===== config.mk =====
export PLATFORM = sky130hd
export DESIGN_NAME = usb_config_descriptor_walker_unit
export DESIGN_NICKNAME = d
export VERILOG_FILES = /design/src/hdl/ucdw_pkg.sv /design/src/hdl/usb_config_descriptor_walker_unit.sv /design/src/hdl/ucdw_core.sv
export SDC_FILE = /design/constraint.sdc
export NUM_CORES = 1
export LEC_CHECK = 0
export BUFFER_PORTS_ARGS = -buffer_cell sky130_fd_sc_hd__buf_4
export CAP_MARGIN = 25
export CELL_PAD_IN_SITES_DETAIL_PLACEMENT = 1
export CELL_PAD_IN_SITES_GLOBAL_PLACEMENT = 1
export CORE_ASPECT_RATIO = 1.5
export CORE_MARGIN = 1
export CORE_UTILIZATION = 29
export CTS_CLUSTER_SIZE = 8
export DETAILED_ROUTE_END_ITERATION = 10
export PLACE_DENSITY = 0.58
export SLEW_MARGIN = 10
export SYNTH_ARGS = -nofsm -noshare
export SYNTH_HDL_FRONTEND = slang
export SYNTH_SLANG_ARGS = --single-unit

===== constraint.sdc =====
create_clock -name clk -period 7.7 [get_ports clk]
set_input_delay 1.155 -clock clk [delete_from_list [all_inputs] [get_ports clk]]
set_output_delay 1.155 -clock clk [all_outputs]
set_load 0.1 [all_outputs]

===== src/hdl/ucdw_pkg.sv =====
package ucdw_pkg;

  // Default walk limit in bytes.
  localparam int unsigned MAX_CONFIG_BYTES_DEF = 255;

  // Stream positions with a fixed meaning.
  localparam int unsigned POS_TOTAL_LOW  = 2;
  localparam int unsigned POS_TOTAL_HIGH = 3;
  localparam int unsigned POS_LIMIT_LIVE = 4;
  localparam int unsigned POS_CONFIG     = 5;

  // Descriptor type codes.
  localparam logic [7:0] DESC_TYPE_INTERFACE = 8'h04;
  localparam logic [7:0] DESC_TYPE_ENDPOINT  = 8'h05;

  // Boot mouse interface triple.
  localparam logic [7:0] HID_CLASS      = 8'h03;
  localparam logic [7:0] BOOT_SUBCLASS  = 8'h01;
  localparam logic [7:0] MOUSE_PROTOCOL = 8'h02;

  // Endpoint address and attribute decoding.
  localparam logic [7:0] EP_DIR_IN      = 8'h80;
  localparam logic [7:0] EP_NUM_MASK    = 8'h0F;
  localparam logic [7:0] XFER_TYPE_MASK = 8'h03;
  localparam logic [7:0] XFER_INTERRUPT = 8'h03;

  typedef enum logic [1:0] {
    CAUSE_FOUND        = 2'd0,
    CAUSE_ZERO_LENGTH  = 2'd1,
    CAUSE_LENGTH_LIMIT = 2'd2,
    CAUSE_STREAM_END   = 2'd3
  } stop_cause_t;

  typedef struct packed {
    logic [7:0] data_byte;
    logic       last;
  } item_t;

  typedef struct packed {
    logic        found;
    logic [3:0]  endpoint_number;
    logic [15:0] max_packet_size;
    logic [7:0]  poll_interval;
    logic [7:0]  config_value;
    stop_cause_t stop_cause;
  } result_t;

endpackage


===== src/hdl/usb_config_descriptor_walker_unit.sv =====
// Channel  Handshake           Payload
// input    in_valid/in_ready   data_byte, last
// output   out_valid/out_ready found, endpoint_number, max_packet_size,
//                              poll_interval, config_value, stop_cause
//
// One byte per cycle while no held result stalls: a byte waits in the input
// register, then the walker logic decides it and loads the result register
// in the same cycle. The result is loaded as the byte ending the walk leaves
// the input register. Reset is synchronous; no clearing pass follows it.
// A held result stalls the input register only while out_ready is low.
module usb_config_descriptor_walker_unit #(
  parameter int unsigned MAX_CONFIG_BYTES = ucdw_pkg::MAX_CONFIG_BYTES_DEF
) (
  input  logic        clk,
  input  logic        rst,
  input  logic        in_valid,
  output logic        in_ready,
  input  logic [7:0]  data_byte,
  input  logic        last,
  output logic        out_valid,
  input  logic        out_ready,
  output logic        found,
  output logic [3:0]  endpoint_number,
  output logic [15:0] max_packet_size,
  output logic [7:0]  poll_interval,
  output logic [7:0]  config_value,
  output logic [1:0]  stop_cause
);
  import ucdw_pkg::*;

  logic    in_full;
  item_t   in_item;
  logic    advance;
  logic    emit;
  result_t step_result;
  result_t res;

  // The held byte moves on whenever the result register can take a result.
  assign advance  = in_full && (!out_valid || out_ready);
  assign in_ready = !in_full || advance;

  // Input register.
  always_ff @(posedge clk) begin
    if (rst) begin
      in_full <= 1'b0;
    end else if (in_ready) begin
      in_full <= in_valid;
    end
  end

  always_ff @(posedge clk) begin
    if (in_valid && in_ready) begin
      in_item <= '{data_byte: data_byte, last: last};
    end
  end

  ucdw_core #(
    .MAX_CONFIG_BYTES(MAX_CONFIG_BYTES)
  ) u_core (
    .clk    (clk),
    .rst    (rst),
    .step   (advance),
    .item   (in_item),
    .emit   (emit),
    .result (step_result)
  );

  // Result register.
  always_ff @(posedge clk) begin
    if (rst) begin
      out_valid <= 1'b0;
    end else if (advance) begin
      out_valid <= emit;
    end else if (out_ready) begin
      out_valid <= 1'b0;
    end
  end

  always_ff @(posedge clk) begin
    if (advance && emit) begin
      res <= step_result;
    end
  end

  assign found           = res.found;
  assign endpoint_number = res.endpoint_number;
  assign max_packet_size = res.max_packet_size;
  assign poll_interval   = res.poll_interval;
  assign config_value    = res.config_value;
  assign stop_cause      = res.stop_cause;

  // A found endpoint always reports the found cause, and only then.
  assert property (@(posedge clk) disable iff (rst)
    out_valid |-> (found == (stop_cause == CAUSE_FOUND)))
    else $error("found flag and stop cause disagree");

  // Endpoint fields are zero unless an endpoint was found.
  assert property (@(posedge clk) disable iff (rst)
    (out_valid && !found) |->
      (endpoint_number == 4'd0 && max_packet_size == 16'd0 && poll_interval == 8'd0))
    else $error("endpoint fields set without a found endpoint");

  // A held byte that cannot move stays in the input register.
  assert property (@(posedge clk) disable iff (rst) (in_full && !advance) |=> in_full)
    else $error("input byte lost while stalled");

endmodule


===== src/hdl/ucdw_core.sv =====
module ucdw_core #(
  parameter int unsigned MAX_CONFIG_BYTES = ucdw_pkg::MAX_CONFIG_BYTES_DEF
) (
  input  logic              clk,
  input  logic              rst,
  input  logic              step,
  input  ucdw_pkg::item_t   item,
  output logic              emit,
  output ucdw_pkg::result_t result
);
  import ucdw_pkg::*;

  localparam int unsigned CW = $clog2(MAX_CONFIG_BYTES + 1);
  localparam logic [CW-1:0] LIMIT_MAX = CW'(MAX_CONFIG_BYTES);

  // Walk state.
  logic [CW-1:0] byte_count;
  logic [CW-1:0] length_limit;
  logic [CW-1:0] desc_start;
  logic [7:0]    descriptor_offset;
  logic [7:0]    descriptor_length;
  logic [7:0]    descriptor_kind;
  logic [7:0]    field_bytes [6];
  logic [7:0]    total_low;
  logic [7:0]    configuration_byte;
  logic          mouse_interface_armed;
  logic          walk_done;

  // Values seen by the current byte, including its own write.
  logic [CW-1:0] cnt_next;
  logic [CW-1:0] limit_eff;
  logic [CW-1:0] start_eff;
  logic [7:0]    len_eff;
  logic [7:0]    kind_eff;
  logic [7:0]    fields_eff [6];
  logic [7:0]    raw_field [8];
  logic [7:0]    fv [8];
  logic [15:0]   total;
  logic [8:0]    offset_inc;
  logic          desc_start_byte;
  logic          zero_stop;
  logic          desc_end;
  logic          limit_hit;
  logic          late;
  logic          judge;
  logic          mouse_match;
  logic          found;
  logic [7:0]    config_eff;

  // Limit, position and the descriptor under construction.
  always_comb begin
    cnt_next        = byte_count + 1'b1;
    total           = {item.data_byte, total_low};
    desc_start_byte = (descriptor_offset == 8'd0);
    if (byte_count == CW'(POS_TOTAL_HIGH)) begin
      limit_eff = (total < 16'(MAX_CONFIG_BYTES)) ? CW'(total) : LIMIT_MAX;
    end else begin
      limit_eff = length_limit;
    end
    start_eff  = desc_start_byte ? byte_count : desc_start;
    len_eff    = desc_start_byte ? item.data_byte : descriptor_length;
    kind_eff   = desc_start_byte ? 8'd0 :
                 (descriptor_offset == 8'd1) ? item.data_byte : descriptor_kind;
    for (int i = 0; i < 6; i++) begin
      if (desc_start_byte) begin
        fields_eff[i] = 8'd0;
      end else if (descriptor_offset == 8'(i + 2)) begin
        fields_eff[i] = item.data_byte;
      end else begin
        fields_eff[i] = field_bytes[i];
      end
    end
    config_eff = (byte_count == CW'(POS_CONFIG)) ? item.data_byte : configuration_byte;
  end

  // Descriptor bytes as the judge sees them: bytes beyond the descriptor's
  // length or at or past the walk limit read as zero.
  always_comb begin
    late         = (cnt_next >= CW'(POS_LIMIT_LIVE));
    raw_field[0] = 8'd0;
    raw_field[1] = kind_eff;
    for (int i = 0; i < 6; i++) begin
      raw_field[i + 2] = fields_eff[i];
    end
    fv[0] = 8'd0;
    for (int k = 1; k < 8; k++) begin
      if (8'(k) >= len_eff) begin
        fv[k] = 8'd0;
      end else if (late && (({1'b0, start_eff} + (CW + 1)'(k)) >= {1'b0, limit_eff})) begin
        fv[k] = 8'd0;
      end else begin
        fv[k] = raw_field[k];
      end
    end
  end

  // Stop conditions and the descriptor decision.
  always_comb begin
    zero_stop   = desc_start_byte && (item.data_byte == 8'd0);
    offset_inc  = {1'b0, descriptor_offset} + 9'd1;
    desc_end    = (offset_inc >= {1'b0, len_eff});
    limit_hit   = late && (cnt_next >= limit_eff);
    judge       = !zero_stop && (desc_end || limit_hit || item.last);
    mouse_match = (fv[5] == HID_CLASS) && (fv[6] == BOOT_SUBCLASS) &&
                  (fv[7] == MOUSE_PROTOCOL);
    found       = judge && (fv[1] == DESC_TYPE_ENDPOINT) && mouse_interface_armed &&
                  ((fv[2] & EP_DIR_IN) != 8'd0) &&
                  ((fv[3] & XFER_TYPE_MASK) == XFER_INTERRUPT);
    emit        = step && !walk_done && (found || zero_stop || limit_hit || item.last);

    result.found           = found;
    result.endpoint_number = found ? 4'(fv[2] & EP_NUM_MASK) : 4'd0;
    result.max_packet_size = found ? {fv[5], fv[4]} : 16'd0;
    result.poll_interval   = found ? fv[6] : 8'd0;
    result.config_value    = config_eff;
    if (found) begin
      result.stop_cause = CAUSE_FOUND;
    end else if (zero_stop) begin
      result.stop_cause = CAUSE_ZERO_LENGTH;
    end else if (limit_hit) begin
      result.stop_cause = CAUSE_LENGTH_LIMIT;
    end else begin
      result.stop_cause = CAUSE_STREAM_END;
    end
  end

  // State update; a marked last byte always returns the walker to reset.
  always_ff @(posedge clk) begin
    if (rst || (step && item.last)) begin
      byte_count            <= '0;
      length_limit          <= LIMIT_MAX;
      desc_start            <= '0;
      descriptor_offset     <= 8'd0;
      descriptor_length     <= 8'd0;
      descriptor_kind       <= 8'd0;
      total_low             <= 8'd0;
      configuration_byte    <= 8'd0;
      mouse_interface_armed <= 1'b0;
      walk_done             <= 1'b0;
      for (int i = 0; i < 6; i++) begin
        field_bytes[i] <= 8'd0;
      end
    end else if (step && !walk_done) begin
      byte_count         <= cnt_next;
      length_limit       <= limit_eff;
      desc_start         <= start_eff;
      descriptor_length  <= len_eff;
      descriptor_kind    <= kind_eff;
      configuration_byte <= config_eff;
      field_bytes        <= fields_eff;
      if (byte_count == CW'(POS_TOTAL_LOW)) begin
        total_low <= item.data_byte;
      end
      if (!zero_stop) begin
        descriptor_offset <= desc_end ? 8'd0 : offset_inc[7:0];
      end
      if (judge && (fv[1] == DESC_TYPE_INTERFACE)) begin
        mouse_interface_armed <= mouse_match;
      end
      walk_done <= emit;
    end
  end

  // A finished walk stays silent until the stream ends.
  assert property (@(posedge clk) disable iff (rst) (step && walk_done) |-> !emit)
    else $error("result emitted after the walk had finished");

  // A marked last byte rearms the walker for a new stream.
  assert property (@(posedge clk) disable iff (rst)
    (step && item.last) |=> (byte_count == '0 && !walk_done && !mouse_interface_armed))
    else $error("walker not rearmed after the last byte");

  // The byte counter never passes the walk limit.
  assert property (@(posedge clk) disable iff (rst) byte_count <= LIMIT_MAX)
    else $error("byte counter beyond the walk limit");

endmodule

==> impl_metrics.tcl, run 1 <==
set metrics [dict create \
    synth_edf_count 48 \
    synth-compound-area-share_pct 18.1 \
    fmax_mhz 150 \
    synthTopCellsByArea "dfxtp_1, edfxtp_1, ha_1" \
    maxSlewHeadroom_pct 37.4 \
    path_buf_inv 3 \
    vias 7992 \
    cpLargestDelayFamily "compound AO/OA/AOI/OAI gates" \
    layout_common_cells "nor2_1, dfxtp_1, nand2_1" \
    grt_use_total_pct 19.9 \
    cts_buffers 17 \
    path_depth 20 \
    synth_xor_area_share_pct 4.93 \
    r2r_cells 20 \
    ys.flop_type "dfxtp_1" \
    synthesis.instances 1020 \
    finalWirelength_mm 31.1 \
    finalMaxSlewViolations 0 \
    instances_no_fill 1472 \
    yosysSeqAreaShare_pct 38.8 \
    fillers 3612 \
    layout-drive-gt1-share_pct 13.1 \
    synthToLayoutAreaGrowth_pct 15.7 \
    end_kind "register" \
    fp.dieW_um 148 \
    port_buffers 53 \
    cts_setup_buffers 0 \
    synth_area_sq_um 9230 \
    hold_depth 2 \
    hpwl_mm 22.8 \
    rows 79 \
    htreeDepth 4 \
    vias_per_cell 5.43 \
    path_common_cell "ha_1" \
    r2r_slack_ns 1.05 \
    routedWlPerCell_um 21.2 \
    fin_setup_tns_ns 0 \
    ys_types 70 \
    worstSkewPairLatency_ns 0.45 \
    grt_overflow 0 \
    initial_core_util_pct 29.6 \
    antenna_found_initial 0 \
    cp_data_arrival_time_ns 6.74 \
    finClkSkew_ns 0.0126 \
    power_density_nw_per_um2 182 \
    critical_path_class "register to register" \
    yosys-mux-area-fraction_pct 6.02 \
    status "complete, no violations" \
    drtIter0Drc 388 \
    layout_commonest_cell "nor2_1" \
    final_nets 1139 \
    place_congestion 0.880 \
    cp_slowest_stage_delay_ns 0.68 \
    fin_crit_sh_pct 86.3 \
    yosys.area_share.simple_pct 18.7 \
    ir_drop_v 0.000154 \
    critPathSlowestCell "mux2i_1" \
    path_cells "inv_1 -> ha_1 -> nor3b_1 -> nand2_2 -> mux2i_1 -> inv_1 -> ha_1 -> a21oi_1 -> nor2_1 -> xnor2_1 -> ha_1 -> o21a_1 -> o21ai_0 -> a21oi_1 -> nor4b_1 -> o311ai_1 -> a211oi_4 -> nand2_1 -> a21oi_4 -> buf_4" \
    grt_max_degree 56 \
    drtPass1Iterations 4 \
    tightest_slew_ns 0.939 \
    hold_class "register to register" \
    cts-hold-fix-buffers 0 \
    syn_nets 1105 \
    cts_root_buf "clkbuf_16" \
    maxCapViolations 0 \
    netlist.area_leader.share_pct 23.2 \
    fin_crit_ns 6.65 \
    die_area_sq_um 32600 \
    io_pins 54 \
    required_ns 7.79 \
    antenna_cells 0 \
    final_antenna_net_count 0 \
    setup_viol 0 \
    ys_warn_count 0 \
    critPathLaunchType "register" \
    grt_pass1_vias 8151 \
    p_leak_nw 4.22 \
    async_flop_share_pct 0 \
    synth_fa_ha_area_share_pct 10.1 \
    syn_avg_cell_area_sq_um 9.05 \
    synth_seq_cells 155 \
    synth_top_family_by_area "simple AND/OR/NAND/NOR gates" \
    clk_pin_slew_ns 0.07 \
    rsz0062_at_grt "no" \
    cts_tree "built" \
    fp.dieH_um 220 \
    hold_violations 0 \
    cts_sinks 155 \
    synth_top_area_cell "dfxtp_1" \
    numPlacedInstances 1440 \
    core_sq_um 31100 \
    drc 0 \
    grt_pass1_wl_mm 48.5 \
    critPathMaxFanout 39 \
    post_cts_resized 0 \
    max-clock-path-buffers 2 \
]
[path summary, 6_finish.rpt]
path	to	start
worst max-delay path	config_value[1]	u_core.descriptor_offset[0]
worst min-delay path	u_core.descriptor_kind[1]	u_core.descriptor_kind[1]
worst min register to register	u_core.descriptor_kind[1]	u_core.descriptor_kind[1]
worst max register to register	config_value[1]	u_core.descriptor_offset[0]
[cells in the mapped netlist, types with 6 or more instances]
cell type and count:
nor2_1 158, dfxtp_1 107, nand2_1 84, ha_1 72, clkbuf_1 56, a21oi_1 48
edfxtp_1 48, a32oi_1 42, mux2i_1 42, nor3_1 32, xnor2_1 31, a211oi_1 27
o21ai_0 27, xor2_1 21, nand3_1 20, inv_1 16, o211ai_1 14, and3_1 11
nand4_1 10, mux2_2 9, or3_1 9, a31oi_1 8, o21ai_1 8, buf_1 7
a21o_1 6, nor2b_1 6, o22ai_1 6
[stage by stage]
step | util [%] | setup WS [ns] | hold slack (ns) | total power [W] | instance area (sq um)
after floorplan | - | 0.698 | 0.433 | 0.00107 | 9230
after global placement | 32.5 | 1.30 | 0.451 | 0.00116 | 10100
after detailed placement | 32.5 | 1.09 | 0.457 | 0.00117 | 10100
after CTS | 34.3 | 1.07 | 0.466 | 0.00197 | 10700
after global routing | 34.3 | 0.595 | 0.491 | 0.00203 | 10700
final | 34.3 | 1.05 | 0.464 | 0.00195 | 10700
[flip-flops by register name, indices dropped and copies added, names as in the netlist, 2 cells and up]
signal,flops
u_core.field_bytes,39
max_packet_size,16
in_item,9
config_value,8
poll_interval,8
u_core.byte_count,8
u_core.configuration_byte,8
u_core.desc_start,8
u_core.descriptor_kind,8
u_core.descriptor_length,8
u_core.descriptor_offset,8
u_core.length_limit,8
u_core.total_low,8
endpoint_number,4
stop_cause,2
[tightest hold or removal path, stage by stage (launching register included)]
cell     delay (ns)
dfxtp_1        0.31
nand2_1        0.06
a21oi_1        0.05
[logic make-up after synthesis]
logic type	after synthesis
multiplexers	53
AO/OA/AOI/OAI	236
buffers and inverters	81
XOR/XNOR	52
AND/OR/NAND/NOR	368
flip-flops	155
adder cells (fa/ha/maj)	75
[per-layer routing]
| layer | vias to the layer above | share of wire (%) | GRT usage [%] |
|---|---|---|---|
| met3 | 42 | 2.0 | 3.11 |
| met5 | - | 0 | 0 |
| met2 | 123 | 55 | 38.5 |
| met4 | 0 | 3.2 | 8.49 |
| met1 | 4003 | 40 | 21.1 |
| li1 | 3824 | - | - |
[area by class of cell]
type / count / area [sq um] / share of cell area (%)
clock buffers: 22 / 487 / 4.56
clock inverters: 10 / 65.1 / 0.609
inverters: 16 / 60.1 / 0.563
multi-input cells: 784 / 5370 / 50.3
flip-flops and latches: 155 / 3580 / 33.6
well taps: 405 / 507 / 4.75
repair buffers: 80 / 601 / 5.63
[where the power goes]
group / total [W] / internal (W) / switching (W)
Combinational: 0.000272 / 0.0000828 / 0.000189
Clock: 0.000799 / 0.000447 / 0.000352
Sequential: 0.000876 / 0.000861 / 0.0000153
Total: 0.00195 / 0.00139 / 0.000557
Note: power is estimated with default switching activity, not from simulation.
==> run 2: changes to the inputs <==
Settings changed: ABC_AREA set to 1, PLACE_DENSITY 0.58 to 0.6.
==> impl_metrics.tcl, run 2 <==
set metrics [dict create \
    ys.flop_type "dfxtp_1" \
    finalWirelength_mm 30.5 \
    max-clock-path-buffers 2 \
    synthTopCellsByArea "dfxtp_1, edfxtp_1, ha_1" \
    rows 80 \
    synthesis.instances 1261 \
    power_density_nw_per_um2 206 \
    cts_buffers 17 \
    fp.dieH_um 222 \
    layout_commonest_cell "nand2_1" \
    synth-compound-area-share_pct 19.1 \
    ir_drop_v 0.000167 \
    cts_setup_buffers 0 \
    finClkSkew_ns 0.0150 \
    worstSkewPairLatency_ns 0.46 \
    synth_seq_cells 155 \
    place_congestion 0.885 \
    fin_setup_tns_ns 0 \
    finalMaxSlewViolations 0 \
    critPathSlowestCell "o21ai_1" \
    largest_register_ffs 39 \
    fmax_mhz 182 \
    grt_max_degree 79 \
    critPathLaunchType "register" \
    path_common_cell "nand2_1" \
    vias_per_cell 4.91 \
    syn_avg_cell_area_sq_um 7.41 \
    grt_pass1_wl_mm 48.0 \
    endpoint "config_value[1]" \
    cts_sinks 155 \
    critical_path_class "register to register" \
    htreeDepth 4 \
    yosysSeqAreaShare_pct 38.4 \
    port_buffers 53 \
    grt_pass1_vias 8732 \
    final_antenna_net_count 0 \
    grt_overflow 0 \
    layout_common_cells "nand2_1, inv_1, a21oi_1" \
    synthToLayoutAreaGrowth_pct 15.6 \
    core_sq_um 31700 \
    hpwl_mm 22.6 \
    drtIter0Drc 311 \
    synth_fa_ha_area_share_pct 9.65 \
    drc 0 \
    placed_area_sq_um 10200 \
    vias 8493 \
    synthTopCellsByCount "nand2_1, inv_1, a21oi_1" \
    p_leak_nw 4.88 \
    reg2reg_to "config_value[1]" \
    cts_tree "built" \
    synth_most_common_cell "nand2_1" \
    fin_crit_sh_pct 71.2 \
    layout-drive-gt1-share_pct 11.5 \
    r2r_slack_ns 2.22 \
    rsz0062_at_grt "no" \
    synth_top_family_by_area "simple AND/OR/NAND/NOR gates" \
    grt_use_total_pct 19.2 \
    regMostFlops "u_core.field_bytes" \
    synth_xor_area_share_pct 3.38 \
    postLayoutCellArea_sq_um 10800 \
    cts_root_buf "clkbuf_16" \
    synth_edf_count 48 \
    routedWlPerCell_um 17.6 \
    initial_core_util_pct 29.4 \
    hold_class "register to register" \
    drtPass1Iterations 4 \
    ys_warn_count 0 \
    synth_area_sq_um 9340 \
    r2r_start "u_core.descriptor_offset[0]" \
    tightest_slew_ns 0.995 \
    required_ns 7.79 \
    setup_viol 0 \
    path_buf_inv 7 \
    startpoint "u_core.descriptor_offset[0]" \
    path_cells "inv_1 -> ha_1 -> nand2_2 -> inv_2 -> nand2_4 -> o21ai_1 -> clkinv_1 -> o21ai_0 -> inv_1 -> ha_1 -> nand2_1 -> inv_1 -> nand2_1 -> nor3_1 -> nand3_1 -> nand2_1 -> nor2_1 -> nand2_1 -> a21oi_1 -> nand4_4 -> nand3_1 -> nand2_1 -> inv_1 -> buf_4" \
    cpLargestDelayFamily "compound AO/OA/AOI/OAI gates" \
    synth_top_area_cell "dfxtp_1" \
    final_nets 1390 \
    antenna_cells 0 \
    antenna_found_initial 0 \
    post_cts_resized 0 \
    die_area_sq_um 32900 \
    io_pins 54 \
    ys_types 45 \
    path_depth 24 \
    clk_pin_slew_ns 0.07 \
    fin_crit_ns 5.48 \
    yosys-mux-area-fraction_pct 0 \
    netlist.area_leader.share_pct 22.9 \
    maxSlewHeadroom_pct 33.2 \
    maxCapViolations 0 \
    end_kind "register" \
    status "complete, no violations" \
    cts-hold-fix-buffers 0 \
    r2r_cells 24 \
    critPathMaxFanout 46 \
    hold_violations 0 \
    fp.dieW_um 149 \
    cp_data_arrival_time_ns 5.58 \
    syn_nets 1346 \
    cp_slowest_stage_delay_ns 0.92 \
    yosys.area_share.simple_pct 20.1 \
    async_flop_share_pct 0 \
]
## run 2: cell count changes after synthesis, moves of 23 or more
cell	change
nand2_1	+147
mux2i_1	-42
clkbuf_1	-23
a21oi_1	+109
o21ai_0	+122
a211oi_1	-25
nor2_1	-54
inv_1	+159
a32oi_1	-42
xnor2_1	-31
## run 2: worst min-delay path by stage
stage / from / to / slack [ns] / cells after the start
finish: u_core.field_bytes[7] / u_core.field_bytes[7] / 0.46 / 2
global route: u_core.field_bytes[7] / u_core.field_bytes[7] / 0.47 / 2
detailed placement: u_core.field_bytes[7] / u_core.field_bytes[7] / 0.45 / 2
global placement: u_core.length_limit[3] / u_core.length_limit[3] / 0.45 / 2
floorplan: u_core.walk_done / u_core.walk_done / 0.43 / 2
CTS: u_core.field_bytes[7] / u_core.field_bytes[7] / 0.46 / 2
## run 2: tightest hold or removal path, delay by kind of cell, from the launching register on
family / cells / cell delay [ns]
and+or+nand+nor: 1 / 0.06
AOI/OAI and AO/OA: 1 / 0.05
DFF: 1 / 0.31
## run 2: where the power goes
group | switching [W] | internal [W]
clock | 0.000384 | 0.000484
combinational | 0.000330 | 0.000125
sequential | 0.0000242 | 0.000881
## run 2: layout make-up
type / instances / area (sq um)
Clock buffer: 18 / 429
Sequential cell: 155 / 3580
Tap cell: 410 / 513
Clock inverter: 14 / 160
Inverter: 185 / 696
Multi-Input combinational cell: 878 / 4900
Timing Repair Buffer: 68 / 508
Fill cell: 3906 / 20900
## run 2: through the flow
stage	utilization, %	total power (W)	cells	setup slack [ns]	hold slack, ns
floorplan	-	0.00124	1261	2.92	0.430
global placement	32.1	0.00137	1694	2.42	0.446
detailed placement	32.1	0.00138	1694	2.26	0.453
CTS	34.0	0.00226	1726	2.22	0.463
global route	34.0	0.00234	1728	1.74	0.475
finish	34.0	0.00223	1728	2.22	0.461
## run 2: cell families (layout without fill, tap and decap cells)
| group | Yosys count | after routing |
|---|---|---|
| AO/OA/AOI/OAI | 339 | 339 |
| XOR/XNOR | 36 | 36 |
| adder cells (fa/ha/maj) | 72 | 72 |
| buffers and inverters | 228 | 285 |
| flip-flops | 155 | 155 |
| AND/OR/NAND/NOR | 431 | 431 |
## run 2: metal layers
layer,part of all wire [%],global-route usage [%],vias up
met3,1.9,2.53,52
met1,39,20.4,4112
met4,3.7,9.51,0
met2,55,36.4,97
met5,0,0,-
li1,-,-,4232
==> run 3: changes to the inputs <==
Settings changed: ABC_AREA 1 to 0, PLACE_DENSITY 0.6 to 0.58.
Clock period 7.7 ns to 5.1 ns, I/O delays scaled along.
==> impl_metrics.tcl, run 3 (synthesized netlist as in run 1, its figures left out) <==
set metrics [dict create \
    finalWirelength_mm 31.3 \
    layout_common_cells "nor2_1, dfxtp_1, buf_4" \
    path_cells "inv_1 -> ha_1 -> nor3b_2 -> nand2_4 -> mux2i_4 -> or2_2 -> or3_1 -> nor2_1 -> xnor2_1 -> ha_1 -> a21o_1 -> a2111o_1 -> nor4_4 -> nand2_2 -> a21oi_4 -> buf_12" \
    required_ns 5.24 \
    r2r_start "u_core.descriptor_offset[0]" \
    rows 79 \
    cpLargestDelayFamily "simple AND/OR/NAND/NOR gates" \
    drc 0 \
    multi_input_area_sq_um 5450 \
    cts-hold-fix-buffers 0 \
    routedWlPerCell_um 20.9 \
    clk_pin_slew_ns 0.06 \
    grt_pass1_vias 8415 \
    htreeDepth 4 \
    final_nets 1161 \
    vias 8069 \
    seq_area_sq_um 3580 \
    hold_class "register to register" \
    worstSkewPairLatency_ns 0.45 \
    path_buf_inv 2 \
    holdWs_ns 0.468 \
    hold_start "u_core.length_limit[0]" \
    finalMaxSlewViolations 0 \
    max-clock-path-buffers 2 \
    cp_data_arrival_time_ns 4.93 \
    fin_setup_tns_ns 0 \
    layout_commonest_cell "nor2_1" \
    cp_slowest_stage_delay_ns 0.45 \
    path_common_cell "ha_1" \
    cts_tree "built" \
    ir_drop_v 0.000184 \
    critPathMaxFanout 30 \
    grt_max_degree 55 \
    cts_root_buf "clkbuf_16" \
    regMostFlops "u_core.field_bytes" \
    instances_no_fill 1494 \
    path_depth 16 \
    hold_depth 2 \
    postLayoutCellArea_sq_um 10900 \
    startpoint "u_core.descriptor_offset[0]" \
    layout-drive-gt1-share_pct 16.2 \
    end_kind "register" \
    grt_use_total_pct 20.0 \
    synthToLayoutAreaGrowth_pct 18.5 \
    place_congestion 0.892 \
    fillers 3604 \
    placed_area_sq_um 10300 \
    setup_viol 0 \
    critical_path_class "register to register" \
    fmax_mhz 209 \
    status "complete, no violations" \
    maxSlewHeadroom_pct 37.8 \
    antenna_cells 0 \
    largest_register_ffs 39 \
    fp.dieH_um 220 \
    initial_core_util_pct 29.6 \
    io_pins 54 \
    fin_crit_ns 4.79 \
    port_buffers 53 \
    rsz0062_at_grt "no" \
    grt_pass1_wl_mm 48.8 \
    maxCapViolations 0 \
    hold_violations 0 \
    grt_overflow 0 \
    final_antenna_net_count 0 \
    die_area_sq_um 32600 \
    p_leak_nw 4.35 \
    r2r_cells 16 \
    hpwl_mm 23.2 \
    tightest_slew_ns 0.930 \
    numPlacedInstances 1459 \
    critPathSlowestCell "a2111o_1" \
    antenna_found_initial 0 \
    cts_sinks 155 \
    power_density_nw_per_um2 273 \
    fin_crit_sh_pct 93.9 \
    drtPass1Iterations 4 \
    cts_buffers 17 \
    finClkSkew_ns 0.00637 \
    core_sq_um 31100 \
    vias_per_cell 5.40 \
    drtIter0Drc 302 \
    p_total_w 0.00298 \
    critPathLaunchType "register" \
    fp.dieW_um 148 \
]
## run 3: changes by cell type in the layout (fill, tap and decap cells not counted), sizes merged, moves of 26 or more
cell and change:
mux2i +43, a32oi +42, buf +34, xnor2 +31
a21oi -110, inv -170, o21ai -123, nor2 +41
nand2 -156, a211oi +26
## run 3: repair_timing
item,4_1_cts,5_1_grt
endpoints found under the setup margin,0,63
buffers inserted,0,3
gates resized for setup,0,7
## run 3: tightest hold or removal path: stages (launching register included)
cell,delay (ns)
dfxtp_1,0.31
nand2_1,0.05
nand3_1,0.06
## run 3: stage by stage
| stage | worst slack, ns | util (%) |
|---|---|---|
| finish | 0.311 | 35.1 |
| global route | 0.0319 | 35.1 |
| CTS | 0.0185 | 34.9 |
| detailed placement | 0.0419 | 33.2 |
| global placement | 0.125 | 33.2 |
| floorplan | 0.0391 | - |
## run 3: path summary, 6_finish.rpt
path	endpoint	slack [ns]
worst max-delay path	endpoint_number[0]	0.31
worst min-delay path	u_core.length_limit[0]	0.47
worst max register to register	endpoint_number[0]	0.31
worst min register to register	u_core.length_limit[0]	0.47
## run 3: final cells by class
cell class / count / area share, %
multi-input combinational: 784 / 49.9
sequential: 155 / 32.8
timing repair buffer: 102 / 7.12
tap: 405 / 4.63
clock buffer: 21 / 4.21
clock inverter: 11 / 0.858
inverter: 16 / 0.549
## run 3: where the power goes
group	switching [W]	internal [W]	total, W
logic	0.000294	0.000140	0.000434
registers	0.0000208	0.00130	0.00132
clock network	0.000535	0.000693	0.00123
total	0.000851	0.00213	0.00298
## run 3: layer usage
| metal | vias up | part of all wire [%] | GRT usage [%] | wire length (um) |
|---|---|---|---|---|
| li1 | 3871 | - | - | - |
| met1 | 3986 | 40 | 21.7 | 12600 |
| met2 | 145 | 54 | 37.8 | 16800 |
| met3 | 67 | 2.4 | 2.91 | 762 |
| met4 | 0 | 3.4 | 9.45 | 1060 |
| met5 | - | 0 | 0 | 0 |
